### src/hdl/schm_pkg.sv
// Package for the sensor channel health monitor: register indexes, health codes,
// reset values and baseline limits. It has no dependencies.
package schm_pkg;

  // Configuration register indexes
  typedef enum logic [2:0] {
    REG_LOW_RAIL      = 3'd0,
    REG_HIGH_RAIL     = 3'd1,
    REG_RAIL_CONFIRM  = 3'd2,
    REG_STILL_CONFIRM = 3'd3,
    REG_DRIFT_LIMIT   = 3'd4,
    REG_DRIFT_CONFIRM = 3'd5,
    REG_RANGE_CONFIRM = 3'd6
  } cfg_reg_e;

  // Health codes, listed in the order of their numeric value
  typedef enum logic [2:0] {
    HC_OK            = 3'd0,
    HC_BASE_INVALID  = 3'd1,
    HC_DRIFT         = 3'd2,
    HC_STUCK_LOW     = 3'd3,
    HC_STUCK_HIGH    = 3'd4,
    HC_NO_CHANGE     = 3'd5,
    HC_OUT_OF_CAL    = 3'd6,
    HC_UNKNOWN       = 3'd7
  } health_e;

  typedef enum logic {
    FUNC_SAMPLE = 1'b0,
    FUNC_LOAD   = 1'b1
  } func_e;

  localparam int RAW_W  = 12;
  localparam int FIX_W  = 16;
  localparam int CHAN_W = 3;
  localparam int CFG_W  = 16;

  // Register reset values
  localparam logic [RAW_W-1:0] LOW_RAIL_RST      = 12'd5;
  localparam logic [RAW_W-1:0] HIGH_RAIL_RST     = 12'd4090;
  localparam logic [FIX_W-1:0] RAIL_CONFIRM_RST  = 16'd20;
  localparam logic [FIX_W-1:0] STILL_CONFIRM_RST = 16'd300;
  localparam logic [FIX_W-1:0] DRIFT_LIMIT_RST   = 16'd2400;  // 150.0 in Q12.4
  localparam logic [FIX_W-1:0] DRIFT_CONFIRM_RST = 16'd50;
  localparam logic [FIX_W-1:0] RANGE_CONFIRM_RST = 16'd100;

  // A baseline is valid between 20.0 and 4075.0, both included (Q12.4).
  localparam logic [FIX_W-1:0] BASE_MIN = 16'd320;
  localparam logic [FIX_W-1:0] BASE_MAX = 16'd65200;

  function automatic logic base_ok(input logic [FIX_W-1:0] b);
    return (b >= BASE_MIN) && (b <= BASE_MAX);
  endfunction

endpackage

### src/hdl/schm_ram.sv
// Generic single-write, single-read synchronous RAM with a registered read port.
// No dependencies.
module schm_ram #(
  parameter int WIDTH = 8,
  parameter int DEPTH = 8
) (
  input  logic                                   clk_i,
  input  logic                                   we_i,
  input  logic [(DEPTH > 1 ? $clog2(DEPTH) : 1)-1:0] waddr_i,
  input  logic [WIDTH-1:0]                       wdata_i,
  input  logic                                   re_i,
  input  logic [(DEPTH > 1 ? $clog2(DEPTH) : 1)-1:0] raddr_i,
  output logic [WIDTH-1:0]                       rdata_o
);

  logic [WIDTH-1:0] mem_q [DEPTH];
  logic [WIDTH-1:0] rdata_q;

  always_ff @(posedge clk_i) begin
    if (we_i) begin
      mem_q[waddr_i] <= wdata_i;
    end
    if (re_i) begin
      rdata_q <= mem_q[raddr_i];
    end
  end

  assign rdata_o = rdata_q;

endmodule

### src/hdl/sensor_channel_health_monitor.sv
// Sensor channel health monitor top level: per-channel record memory, health
// evaluation and frame flags. Uses schm_pkg and schm_ram.

// The block accepts one word per clock cycle while in_stall_o is low and
// returns one result word per accepted word, in order. Inside, the channel's
// record (baseline, previous raw value, valid-seen flag and five saturating run
// counters) is first read from a single synchronous RAM; then the record is
// updated, written back, and the health code and frame flags are registered
// onto the output. A result therefore passes the second-stage registers and
// then the output register before it shows on out_valid_o, and a receiver that
// does not stall takes it in the cycle in which it shows. Further words keep
// flowing while a result waits on out_stall_i until the second stage itself is
// blocked. A word that follows one for the same channel gets the just-written
// record forwarded, so back-to-back samples of one channel are counted
// correctly. Records start out cleared after reset by way of one valid flag per
// channel, so there is no clearing pass. Configuration writes take effect at
// once and are meant to happen only while no word is in flight.
module sensor_channel_health_monitor #(
  parameter int CHANNELS   = 8,
  parameter int COUNT_BITS = 16
) (
  input  logic                          clk_i,
  input  logic                          rst_ni,
  // Configuration write port
  input  logic                          cfg_we_i,
  input  logic [2:0]                    cfg_addr_i,
  input  logic [schm_pkg::CFG_W-1:0]    cfg_wdata_i,
  // Input channel
  input  logic                          in_valid_i,
  output logic                          in_stall_o,
  input  logic                          func_i,
  input  logic [schm_pkg::CHAN_W-1:0]   channel_i,
  input  logic [schm_pkg::RAW_W-1:0]    raw_sample_i,
  input  logic [schm_pkg::FIX_W-1:0]    filtered_sample_i,
  input  logic                          seat_occupied_i,
  input  logic                          channel_active_i,
  input  logic                          in_calibration_i,
  input  logic [schm_pkg::FIX_W-1:0]    baseline_value_i,
  input  logic                          frame_end_i,
  // Output channel
  output logic                          out_valid_o,
  input  logic                          out_stall_i,
  output logic [schm_pkg::CHAN_W-1:0]   channel_out_o,
  output logic [2:0]                    health_code_o,
  output logic                          frame_all_ok_o,
  output logic                          frame_baselines_valid_o,
  output logic                          frame_last_o
);

  localparam int CH_BITS = (CHANNELS > 1) ? $clog2(CHANNELS) : 1;
  localparam int CMP_W   = (COUNT_BITS > schm_pkg::FIX_W) ? COUNT_BITS : schm_pkg::FIX_W;

  // One memory word holds everything the block remembers about a channel.
  typedef struct packed {
    logic [schm_pkg::FIX_W-1:0] baseline;
    logic [schm_pkg::RAW_W-1:0] prev_raw;
    logic                       prev_seen;
    logic [COUNT_BITS-1:0]      low_run;
    logic [COUNT_BITS-1:0]      high_run;
    logic [COUNT_BITS-1:0]      still_run;
    logic [COUNT_BITS-1:0]      drift_run;
    logic [COUNT_BITS-1:0]      range_run;
  } chan_rec_t;

  localparam int REC_W = $bits(chan_rec_t);

  function automatic logic [COUNT_BITS-1:0] bump(input logic [COUNT_BITS-1:0] v);
    return (&v) ? v : v + COUNT_BITS'(1);
  endfunction

  function automatic logic reached(input logic [COUNT_BITS-1:0] run,
                                   input logic [schm_pkg::FIX_W-1:0] confirm);
    return CMP_W'(run) >= CMP_W'(confirm);
  endfunction

  // Configuration registers
  logic [schm_pkg::RAW_W-1:0] low_rail_q, low_rail_d;
  logic [schm_pkg::RAW_W-1:0] high_rail_q, high_rail_d;
  logic [schm_pkg::FIX_W-1:0] rail_conf_q, rail_conf_d;
  logic [schm_pkg::FIX_W-1:0] still_conf_q, still_conf_d;
  logic [schm_pkg::FIX_W-1:0] drift_lim_q, drift_lim_d;
  logic [schm_pkg::FIX_W-1:0] drift_conf_q, drift_conf_d;
  logic [schm_pkg::FIX_W-1:0] range_conf_q, range_conf_d;

  always_comb begin
    low_rail_d   = low_rail_q;
    high_rail_d  = high_rail_q;
    rail_conf_d  = rail_conf_q;
    still_conf_d = still_conf_q;
    drift_lim_d  = drift_lim_q;
    drift_conf_d = drift_conf_q;
    range_conf_d = range_conf_q;
    if (cfg_we_i) begin
      case (schm_pkg::cfg_reg_e'(cfg_addr_i))
        schm_pkg::REG_LOW_RAIL:      low_rail_d   = cfg_wdata_i[schm_pkg::RAW_W-1:0];
        schm_pkg::REG_HIGH_RAIL:     high_rail_d  = cfg_wdata_i[schm_pkg::RAW_W-1:0];
        schm_pkg::REG_RAIL_CONFIRM:  rail_conf_d  = cfg_wdata_i;
        schm_pkg::REG_STILL_CONFIRM: still_conf_d = cfg_wdata_i;
        schm_pkg::REG_DRIFT_LIMIT:   drift_lim_d  = cfg_wdata_i;
        schm_pkg::REG_DRIFT_CONFIRM: drift_conf_d = cfg_wdata_i;
        schm_pkg::REG_RANGE_CONFIRM: range_conf_d = cfg_wdata_i;
        default: ;
      endcase
    end
  end

  always_ff @(posedge clk_i or negedge rst_ni) begin
    if (!rst_ni) begin
      low_rail_q   <= schm_pkg::LOW_RAIL_RST;
      high_rail_q  <= schm_pkg::HIGH_RAIL_RST;
      rail_conf_q  <= schm_pkg::RAIL_CONFIRM_RST;
      still_conf_q <= schm_pkg::STILL_CONFIRM_RST;
      drift_lim_q  <= schm_pkg::DRIFT_LIMIT_RST;
      drift_conf_q <= schm_pkg::DRIFT_CONFIRM_RST;
      range_conf_q <= schm_pkg::RANGE_CONFIRM_RST;
    end else begin
      low_rail_q   <= low_rail_d;
      high_rail_q  <= high_rail_d;
      rail_conf_q  <= rail_conf_d;
      still_conf_q <= still_conf_d;
      drift_lim_q  <= drift_lim_d;
      drift_conf_q <= drift_conf_d;
      range_conf_q <= range_conf_d;
    end
  end

  // Handshake. The second stage moves on whenever the output register is free
  // or is being emptied in this cycle; the input stalls only when it cannot.
  logic s1_vld_q, s1_vld_d;
  logic out_vld_q, out_vld_d;
  logic s1_adv;
  logic in_accept;

  assign s1_adv     = s1_vld_q && (!out_vld_q || !out_stall_i);
  assign in_stall_o = s1_vld_q && !s1_adv;
  assign in_accept  = in_valid_i && !in_stall_o;

  // Record memory and write-back signals
  logic [CH_BITS-1:0] rd_addr;
  logic [REC_W-1:0]   rd_data;
  logic               wr_en;
  logic [CH_BITS-1:0] wr_addr;
  chan_rec_t          wr_rec;

  assign rd_addr = CH_BITS'(channel_i);

  schm_ram #(
    .WIDTH (REC_W),
    .DEPTH (CHANNELS)
  ) u_rec_ram (
    .clk_i   (clk_i),
    .we_i    (wr_en),
    .waddr_i (wr_addr),
    .wdata_i (wr_rec),
    .re_i    (in_accept),
    .raddr_i (rd_addr),
    .rdata_o (rd_data)
  );

  // One flag per channel marks records written since reset; others read as zero.
  logic [CHANNELS-1:0] rec_valid_q, rec_valid_d;

  always_comb begin
    rec_valid_d = rec_valid_q;
    if (wr_en) begin
      rec_valid_d[wr_addr] = 1'b1;
    end
  end

  // Second-stage payload, loaded on accept
  logic                       s1_func_q;
  logic [schm_pkg::CHAN_W-1:0] s1_chan_q;
  logic [schm_pkg::RAW_W-1:0] s1_raw_q;
  logic [schm_pkg::FIX_W-1:0] s1_filt_q;
  logic                       s1_occ_q;
  logic                       s1_act_q;
  logic                       s1_cal_q;
  logic [schm_pkg::FIX_W-1:0] s1_base_q;
  logic                       s1_fend_q;
  // The record written at the accept edge is forwarded, since the memory read
  // at that same edge still returns the old contents.
  logic                       s1_hit_q;
  chan_rec_t                  s1_fwd_q;

  // Running frame flags
  logic run_ok_q, run_ok_d;
  logic run_base_q, run_base_d;

  // Output registers
  logic [schm_pkg::CHAN_W-1:0] out_chan_q;
  logic [2:0]                  out_code_q, out_code_d;
  logic                        out_all_ok_q, out_all_ok_d;
  logic                        out_base_ok_q, out_base_ok_d;
  logic                        out_last_q, out_last_d;

  // Evaluation of the word in the second stage
  logic               s1_in_range;
  logic [CH_BITS-1:0] s1_idx;
  chan_rec_t          cur_rec;
  chan_rec_t          new_rec;
  logic [schm_pkg::FIX_W:0] base_dist;
  logic               bvalid;
  schm_pkg::health_e  code;

  assign s1_in_range = 32'(s1_chan_q) < CHANNELS;
  assign s1_idx      = CH_BITS'(s1_chan_q);

  always_comb begin
    if (s1_hit_q) begin
      cur_rec = s1_fwd_q;
    end else if (s1_in_range && rec_valid_q[s1_idx]) begin
      cur_rec = chan_rec_t'(rd_data);
    end else begin
      cur_rec = '0;
    end

    if (s1_filt_q >= cur_rec.baseline) begin
      base_dist = {1'b0, s1_filt_q} - {1'b0, cur_rec.baseline};
    end else begin
      base_dist = {1'b0, cur_rec.baseline} - {1'b0, s1_filt_q};
    end
    bvalid = schm_pkg::base_ok(cur_rec.baseline);

    new_rec           = cur_rec;
    new_rec.low_run   = (s1_raw_q <= low_rail_q) ? bump(cur_rec.low_run) : '0;
    new_rec.high_run  = (s1_raw_q >= high_rail_q) ? bump(cur_rec.high_run) : '0;
    new_rec.still_run = (cur_rec.prev_seen && s1_raw_q == cur_rec.prev_raw)
                        ? bump(cur_rec.still_run) : '0;
    new_rec.prev_raw  = s1_raw_q;
    new_rec.prev_seen = 1'b1;
    new_rec.drift_run = (!s1_occ_q && base_dist > {1'b0, drift_lim_q})
                        ? bump(cur_rec.drift_run) : '0;
    new_rec.range_run = (s1_act_q && !s1_cal_q) ? bump(cur_rec.range_run) : '0;

    if (!bvalid) begin
      code = schm_pkg::HC_BASE_INVALID;
    end else if (reached(new_rec.low_run, rail_conf_q)) begin
      code = schm_pkg::HC_STUCK_LOW;
    end else if (reached(new_rec.high_run, rail_conf_q)) begin
      code = schm_pkg::HC_STUCK_HIGH;
    end else if (reached(new_rec.drift_run, drift_conf_q)) begin
      code = schm_pkg::HC_DRIFT;
    end else if (reached(new_rec.still_run, still_conf_q)) begin
      code = schm_pkg::HC_NO_CHANGE;
    end else if (reached(new_rec.range_run, range_conf_q)) begin
      code = schm_pkg::HC_OUT_OF_CAL;
    end else begin
      code = schm_pkg::HC_OK;
    end
  end

  // Write-back, result and frame flag update
  always_comb begin
    wr_en         = 1'b0;
    wr_addr       = s1_idx;
    wr_rec        = new_rec;
    run_ok_d      = run_ok_q;
    run_base_d    = run_base_q;
    out_code_d    = out_code_q;
    out_all_ok_d  = out_all_ok_q;
    out_base_ok_d = out_base_ok_q;
    out_last_d    = out_last_q;

    if (s1_adv) begin
      if (s1_func_q == schm_pkg::FUNC_LOAD) begin
        // A load replaces the baseline and clears the history of the channel.
        wr_en           = s1_in_range;
        wr_rec          = '0;
        wr_rec.baseline = s1_base_q;
        out_code_d      = (s1_in_range && !schm_pkg::base_ok(s1_base_q))
                          ? schm_pkg::HC_BASE_INVALID : schm_pkg::HC_UNKNOWN;
        out_all_ok_d    = run_ok_q;
        out_base_ok_d   = run_base_q;
        out_last_d      = 1'b0;
      end else begin
        wr_en         = s1_in_range;
        out_code_d    = s1_in_range ? code : schm_pkg::HC_UNKNOWN;
        out_all_ok_d  = run_ok_q && s1_in_range && (code == schm_pkg::HC_OK);
        out_base_ok_d = run_base_q && (!s1_in_range || bvalid);
        out_last_d    = s1_fend_q;
        if (s1_fend_q) begin
          run_ok_d   = 1'b1;
          run_base_d = 1'b1;
        end else begin
          run_ok_d   = out_all_ok_d;
          run_base_d = out_base_ok_d;
        end
      end
    end
  end

  always_comb begin
    if (in_accept) begin
      s1_vld_d = 1'b1;
    end else if (s1_adv) begin
      s1_vld_d = 1'b0;
    end else begin
      s1_vld_d = s1_vld_q;
    end

    if (s1_adv) begin
      out_vld_d = 1'b1;
    end else if (!out_stall_i) begin
      out_vld_d = 1'b0;
    end else begin
      out_vld_d = out_vld_q;
    end
  end

  always_ff @(posedge clk_i or negedge rst_ni) begin
    if (!rst_ni) begin
      s1_vld_q    <= 1'b0;
      out_vld_q   <= 1'b0;
      rec_valid_q <= '0;
      run_ok_q    <= 1'b1;
      run_base_q  <= 1'b1;
    end else begin
      s1_vld_q    <= s1_vld_d;
      out_vld_q   <= out_vld_d;
      rec_valid_q <= rec_valid_d;
      run_ok_q    <= run_ok_d;
      run_base_q  <= run_base_d;
    end
  end

  always_ff @(posedge clk_i) begin
    if (in_accept) begin
      s1_func_q <= func_i;
      s1_chan_q <= channel_i;
      s1_raw_q  <= raw_sample_i;
      s1_filt_q <= filtered_sample_i;
      s1_occ_q  <= seat_occupied_i;
      s1_act_q  <= channel_active_i;
      s1_cal_q  <= in_calibration_i;
      s1_base_q <= baseline_value_i;
      s1_fend_q <= frame_end_i;
      s1_hit_q  <= wr_en && (wr_addr == rd_addr);
      s1_fwd_q  <= wr_rec;
    end
    if (s1_adv) begin
      out_chan_q <= s1_chan_q;
    end
    out_code_q    <= out_code_d;
    out_all_ok_q  <= out_all_ok_d;
    out_base_ok_q <= out_base_ok_d;
    out_last_q    <= out_last_d;
  end

  assign out_valid_o             = out_vld_q;
  assign channel_out_o           = out_chan_q;
  assign health_code_o           = out_code_q;
  assign frame_all_ok_o          = out_all_ok_q;
  assign frame_baselines_valid_o = out_base_ok_q;
  assign frame_last_o            = out_last_q;

endmodule
### config.mk
export PLATFORM = sky130hd
export DESIGN_NAME = sensor_channel_health_monitor
export DESIGN_NICKNAME = d
export VERILOG_FILES = /design/src/hdl/schm_pkg.sv /design/src/hdl/schm_ram.sv /design/src/hdl/sensor_channel_health_monitor.sv
export SDC_FILE = /design/constraint.sdc
export NUM_CORES = 1
export LEC_CHECK = 0
export BUFFER_PORTS_ARGS = -buffer_cell sky130_fd_sc_hd__clkbuf_2
export CORE_ASPECT_RATIO = 0.9
export CORE_MARGIN = 2
export CORE_UTILIZATION = 55
export CTS_CLUSTER_SIZE = 16
export DETAILED_ROUTE_END_ITERATION = 7
export GPL_ROUTABILITY_DRIVEN = 0
export HOLD_SLACK_MARGIN = 0.02
export PLACE_DENSITY = 0.83
export SETUP_SLACK_MARGIN = 0.02
export SLEW_MARGIN = 40
export SYNTH_ARGS = -nofsm -noshare
export SYNTH_HDL_FRONTEND = slang
export SYNTH_SLANG_ARGS = --single-unit
### constraint.sdc
create_clock -name clk_i -period 13 [get_ports clk_i]
set_input_delay 0.65 -clock clk_i [delete_from_list [all_inputs] [get_ports clk_i]]
set_output_delay 0.65 -clock clk_i [all_outputs]
set_load 0.01 [all_outputs]
Word-level counts from Yosys, hierarchy flattened
Memories as Yosys holds them, arrays and structs flattened. A register that Yosys moved wholly into a read port is not among the register bits. Index checks and enable logic that the tools add are counted. W data, S select, Z words.

Register bits: 287. Bits in writable memories: 872. Output and inout bits: 11. Word-level logic and storage cells: 142. Memories: 1.

Add/subtract/negate cells: 7. Magnitude comparators: 15. Equality and inequality tests: 9. Muxes and demuxes: 38. Bitwise operators: 2. Reductions and logical operators: 35.

Memories: u_rec_ram.mem_q (depth 8, bits a word 109, rd ports 1, clocked after memory_dff 1, write ports 1, line schm_ram.sv:16) `logic [WIDTH-1:0] mem_q [DEPTH];`.

Operator list (count): $mux W109 (4); $mux W16 (10); $ge A16 B16 Y1 (6); $add A16 B1 Y16 const B (5); $reduce_and A16 Y1 (5); $sub A16 B16 Y17 (2); $ge A16 B9 Y1 const B (2); $le A16 B16 Y1 const B (2); $mux W3 (8); $gt A17 B16 Y1 (1); $mux W17 (1); $reduce_and A2 Y1 (8); $mux W1 (13); $eq A12 B12 Y1 (1); $ge A12 B12 Y1 (1); $le A12 B12 Y1 (1); $logic_and A1 B1 Y1 (12); $eq A3 B3 Y1 const B (3); $or A8 B8 Y8 (1); $eq A3 B2 Y1 const B (2); $logic_not A1 Y1 (6); $logic_not A3 Y1 (2); $lt A3 B4 Y1 const B (1); $bmux W1 S3 (1); other kinds (8) (8).

Longest topological paths before layout
Word-level depth: 17. Gate-level depth with buffers: 40.

By module
A second synthesis with hierarchy kept.

Cells, all modules: 3479. Area total of the unflattened synthesis: 55603.3 µm².

Modules (own cells, without submodules): schm_ram (times used 1, cells each 1381, area an instance 35948.2 µm²); sensor_channel_health_monitor (times used 1, cells each 2098, area an instance 19655.1 µm²).

Worst setup path after synthesis
No wires, ideal clock.

Path type: input port to flip-flop. Start: input out_stall_i. End: register rec_valid_q[0]. Library setup time: 0.130 ns. Data arrival time: 12.147 ns. Path slack: 0.722 ns. Stages: 4. Buffers on the path: 0. Cell sequence: nand2_1 > nand2_1 > nor4_1 > or2_2.

Cells in the longest elaborated chain, start to end: 4.

RTL lines: start: declaration (line sensor_channel_health_monitor.sv:42) `input logic out_stall_i,`; $logic_not A1 Y1; $logic_or A1 B1 Y1 (line sensor_channel_health_monitor.sv:134) `assign s1_adv = s1_vld_q && (!out_vld_q || !out_stall_i);`; $logic_and A1 B1 Y1 (line sensor_channel_health_monitor.sv:134); $mux W1 (line sensor_channel_health_monitor.sv:264) `if (s1_adv) begin`; end signal: assignment (line sensor_channel_health_monitor.sv:320) `rec_valid_q <= rec_valid_d;`; end: declaration (line sensor_channel_health_monitor.sv:161) `logic [CHANNELS-1:0] rec_valid_q, rec_valid_d;`.

Every way passes these cells. A chain may end at the register's enable or synchronous reset.

Worst setup path after layout
Start: register s1_chan_q[2] in the netlist's numbering. End: register out_code_q[1] (netlist: health_code_o[1]), data pin.

Cells in the longest elaborated chain, start to end: 15. Elaborated cells on any way between the ends: 47.

RTL lines: start: declaration (line sensor_channel_health_monitor.sv:172) `logic [schm_pkg::CHAN_W-1:0] s1_chan_q;`; start signal: assignment (line sensor_channel_health_monitor.sv:329) `s1_chan_q <= channel_i;`; $bmux W1 S3 (*) (line sensor_channel_health_monitor.sv:211) `end else if (s1_in_range && rec_valid_q[s1_idx]) begin`; $mux W1 (implied by the code) (*) (line sensor_channel_health_monitor.sv:211); $mux W109 (*) (line sensor_channel_health_monitor.sv:211); $mux W109 (*) (line sensor_channel_health_monitor.sv:209) `if (s1_hit_q) begin`; $sub A16 B16 Y17 (tied with other cells) (line sensor_channel_health_monitor.sv:220) `base_dist = {1'b0, cur_rec.baseline} - {1'b0, s1_filt_q};`; $mux W17 / $mux W16 (equally long branches) (line sensor_channel_health_monitor.sv:217, sensor_channel_health_monitor.sv:68); $gt A17 B16 Y1 / $mux W16 (equally long branches) (line sensor_channel_health_monitor.sv:231, sensor_channel_health_monitor.sv:233); $logic_and A1 B1 Y1 / $ge A16 B16 Y1 (equally long branches) (line sensor_channel_health_monitor.sv:231, sensor_channel_health_monitor.sv:73); $mux W16 / $mux W3 (equally long branches) (line sensor_channel_health_monitor.sv:232, sensor_channel_health_monitor.sv:245); $ge A16 B16 Y1 / $mux W3 (equally long branches) (line sensor_channel_health_monitor.sv:73, sensor_channel_health_monitor.sv:243); $mux W3 (line sensor_channel_health_monitor.sv:241) `end else if (reached(new_rec.drift_run, drift_conf_q)) begin`; $mux W3 (line sensor_channel_health_monitor.sv:239) `end else if (reached(new_rec.high_run, rail_conf_q)) begin`; $mux W3 (line sensor_channel_health_monitor.sv:237) `end else if (reached(new_rec.low_run, rail_conf_q)) begin`; $mux W3 (*) (line sensor_channel_health_monitor.sv:235) `if (!bvalid) begin`; $mux W3 (*) (line sensor_channel_health_monitor.sv:265) `if (s1_func_q == schm_pkg::FUNC_LOAD) begin`; end signal: assignment (line sensor_channel_health_monitor.sv:343) `out_code_q <= out_code_d;`; end: declaration (line sensor_channel_health_monitor.sv:191) `logic [2:0] out_code_q, out_code_d;`.

Every way passes the cells marked *; elsewhere a longest branch is shown, timed or not. The select of a mux whose other input is x is not followed.

==> qor.txt <==
Final period util - 68.83%
Post-Synth Simple-Gate Area - 6.661%
Sw Ratio - 25.46%
Die ar. - 103500 um2
Unrepaired setup endpoints after global routing - no
Worst setup margin - 4.052 ns
EDFF count, synth - 1152
Ys async rst share - 9.148%
CTS sink count - 1268
First-pass GRT wire length - 196200 um
Crit-path leading delay family - compound AO/OA/AOI/OAI gates
Largest net degree at the start of global routing - 82
Synth Area in Compound Gates - 6.188%
#FFs+latches synth - 1268
Initial Utilization - 55.51%
Clk Latency, worst-skew pair - 0.73 ns
Synth unique cells - 91
Initial antenna violation count - 2
Max-slew headroom - 41.96%
Post-Syn Area - 55540 um2
Pre-CTS WS - 4.274 ns
Row cnt - 110
Die Height - 305.5 um
Chip width - 339.0 um
Cts repair resizes - 0
Worst hold-check path type - in2reg
Status - finished clean
Tot GR Track Use - 24.91%
Combinational Power Share - 13.8%
CP bufs+invs - 4
Share of layout cells above drive strength 1 - 23.13%
Worst EP arrival - 9.42 ns
Hold Violations, Final - 0
Primary FF master, synth - edfxtp_1
Peak VDD IR - 0.1178 mV
Area grow syn2layout - 11.52%
Area of the multi-input gates - 17010 um2
Grt total ovfl - 0
Input/output buffers - 86
Crit. End Element - register
Slowest CP cell - edfxtp_1
Clock Power Share - 36.0%
Number of global-route vias before repair - 32250
DRT iter0 DRCs - 4233
Worst Setup Start Kind - register
Sequential fraction of the synthesis area - 67.58%
Num CTS Buffers - 117
Pleak - 21.58 nW
Ys Warns - 0
Clk root buf - clkbuf_16
Psw - 2.478 mW
Setup tns final - 0 ns
Leading cell type in the layout, fill and taps excluded - edfxtp_1
DP HPWL - 77120 um
Max cap viols - 0
Worst Setup Path Type - reg2reg
H-Tree Depth - 3
Peak Freq - 111.8 MHz
Final #Nets - 3814
Initial DRT Pass Iterations - 6
Routed Antenna Nets - 0
DRC viols - 0
Power per standard cell area - 157.1 nW/um2
Core area - 100100 um2
Mux share of post-synthesis cell area - 12.64%
Sequential power share - 50.2%
CP max stage delay - 0.68 ns
Clock Path Buffers - 3
Vias per inst - 6.433
CTS tree - built
FILL cells - 6801
Internal - 7.255 mW
Final min period - 8.948 ns
Most frequent cells in the layout - edfxtp_1, mux4_2, nand2_1
Synthesized area per cell - 15.99 um2
Max-slew violations - 0
Clock Skew - 0.07085 ns
Data required, critical path - 13.47 ns
Crit Path Max Fanout - 24
Final Setup Violations - 0
Final WL - 129900 um
Total area of sequential cells - 37530 um2
Largest family of logic cells by synthesized area - multiplexers
Wire length per cell - 25.82 um
Ports - 87
Slew at the pin closest to its max-slew limit - 0.8678 ns
Mapped Nets - 3707
XOR/XNOR share of the synthesized area - 0.9935%
Routed via count - 32360
Clock slew at reported path FFs - 0.06 ns
Post-Synth Adder-Cell Area - 3.586%
Cells after synthesis - 3473
[path summary, 6_finish.rpt]
check	to	slack, ns	cells past startpoint	startpoint
setup / recovery	health_code_o[1]$_DFFE_PP_	4.05	33	s1_chan_q[2]$_DFFE_PP_
max in group asynchronous	high_rail_q[8]$_DFFE_PN1P_	11.48	3	rst_ni
setup reg to reg	health_code_o[1]$_DFFE_PP_	4.05	33	s1_chan_q[2]$_DFFE_PP_
min in group asynchronous	range_conf_q[1]$_DFFE_PN0P_	0.50	2	rst_ni
hold / removal	s1_raw_q[9]$_DFFE_PP_	0.1	1	raw_sample_i[9]
hold reg to reg	rec_valid_q[5]$_DFFE_PN0P_	0.47	1	rec_valid_q[5]$_DFFE_PN0P_
[per-layer routing]
metal  vias to the layer above  track usage, %  share of wire [%]
met5                         -               0              0.018
met4                         2           7.876                3.0
met3                       269           4.701                9.6
met2                      1780           39.78                 48
met1                     16470           35.05                 39
li1                      13830               -                  -
[worst register-to-register path: cells and delay by family, from the launching register on]
family          cells  cell delay (ns)
fa+ha+maj           3             1.03
xor+xnor            1             0.19
simple gates        6             1.47
flops               1             0.68
compound gates     17             3.73
buf+inv             4             0.75
mux                 2             0.85
[metrics by stage]
stage | utilization [%] | cell area (um2) | std cells | power, mW | hold WS [ns]
floorplan | - | 55540 | 3473 | 5.861 | 0.3544
global placement | 57.48 | 57520 | 4791 | 6.187 | 0.4450
detailed placement | 57.73 | 57760 | 4801 | 6.261 | 0.4592
CTS | 61.71 | 61750 | 5025 | 9.738 | 0.05811
global route | 61.90 | 61940 | 5028 | 10.06 | 0.06945
finish | 61.90 | 61940 | 5030 | 9.733 | 0.09688
[cells by family (layout without fill, tap and decap cells)]
family | after synthesis | after routing
DFF | 1268 | 1268
adders and majority gates | 158 | 158
and+or+nand+nor | 733 | 733
AOI/OAI and AO/OA | 514 | 514
xor gates and xnor gates | 63 | 63
other | 0 | 2
muxes | 407 | 407
buffers and inverters | 330 | 541
[power groups by stage]
stage | combinational (mW) | sequential [mW] | clock, mW
final | 1.34 | 4.89 | 3.50
after global routing | 1.46 | 4.91 | 3.69
after CTS | 1.31 | 4.89 | 3.54
after detailed placement | 1.29 | 4.97 | 0
after global placement | 1.23 | 4.96 | 0
after floorplan | 0.912 | 4.95 | 0
[synth_stat cells (all sizes together) (10+ instances only)]
cell	count	share of area [%]
a2111oi	12	0.26
a211oi	14	0.20
a21o	27	0.36
a21oi	108	0.98
a22o	13	0.21
a22oi	25	0.34
a311oi	11	0.17
a31oi	38	0.49
and2	26	0.29
and3	34	0.38
buf	51	0.47
clkbuf	116	0.78
dfrtp	86	3.9
dfstp	30	1.4
edfxtp	1152	62
ha	156	3.5
inv	163	1.1
mux2	171	3.5
mux2i	18	0.32
mux4	218	8.8
nand2	201	1.4
nand2b	22	0.25
nand3	55	0.50
nand4	31	0.36
nor2	151	1.0
nor2b	44	0.50
nor3	73	0.74
nor3b	18	0.25
nor4	24	0.28
o211ai	12	0.16
o21a	15	0.20
o21ai	145	1.3
o31ai	15	0.21
or2	12	0.14
or3	10	0.11
or4	10	0.14
xnor2	31	0.49
xor2	32	0.50
[cell type report]
type | instances | area share, %
antenna | 2 | 0.008080
multi-input combinational | 1875 | 27.46
clock buffer | 151 | 5.165
timing repair buffer | 155 | 1.810
tap | 1344 | 2.715
clock inverter | 72 | 1.254
inverter | 163 | 0.9878
sequential | 1268 | 60.60
[what timing repair did]
item                                   4_1_cts  5_1_grt
setup endpoints to repair                    0        0
endpoints found under the hold margin        2        0
setup buffers                                0        0
hold buffers                                 1        0
[state kept, by name, summed over array words and instances, names as in the netlist, 3 cells and up]
signal,cells
drift_lim_q,16
s1_chan_q,3
s1_base_q,16
s1_fwd_q,109
still_conf_q,16
rec_valid_q,8
channel_out_o,3
low_rail_q,12
drift_conf_q,16
s1_filt_q,16
u_rec_ram.mem_q,872
high_rail_q,12
s1_raw_q,12
health_code_o,3
u_rec_ram.rdata_o,109
rail_conf_q,16
range_conf_q,16
Power figures use the tool's default switching activity.
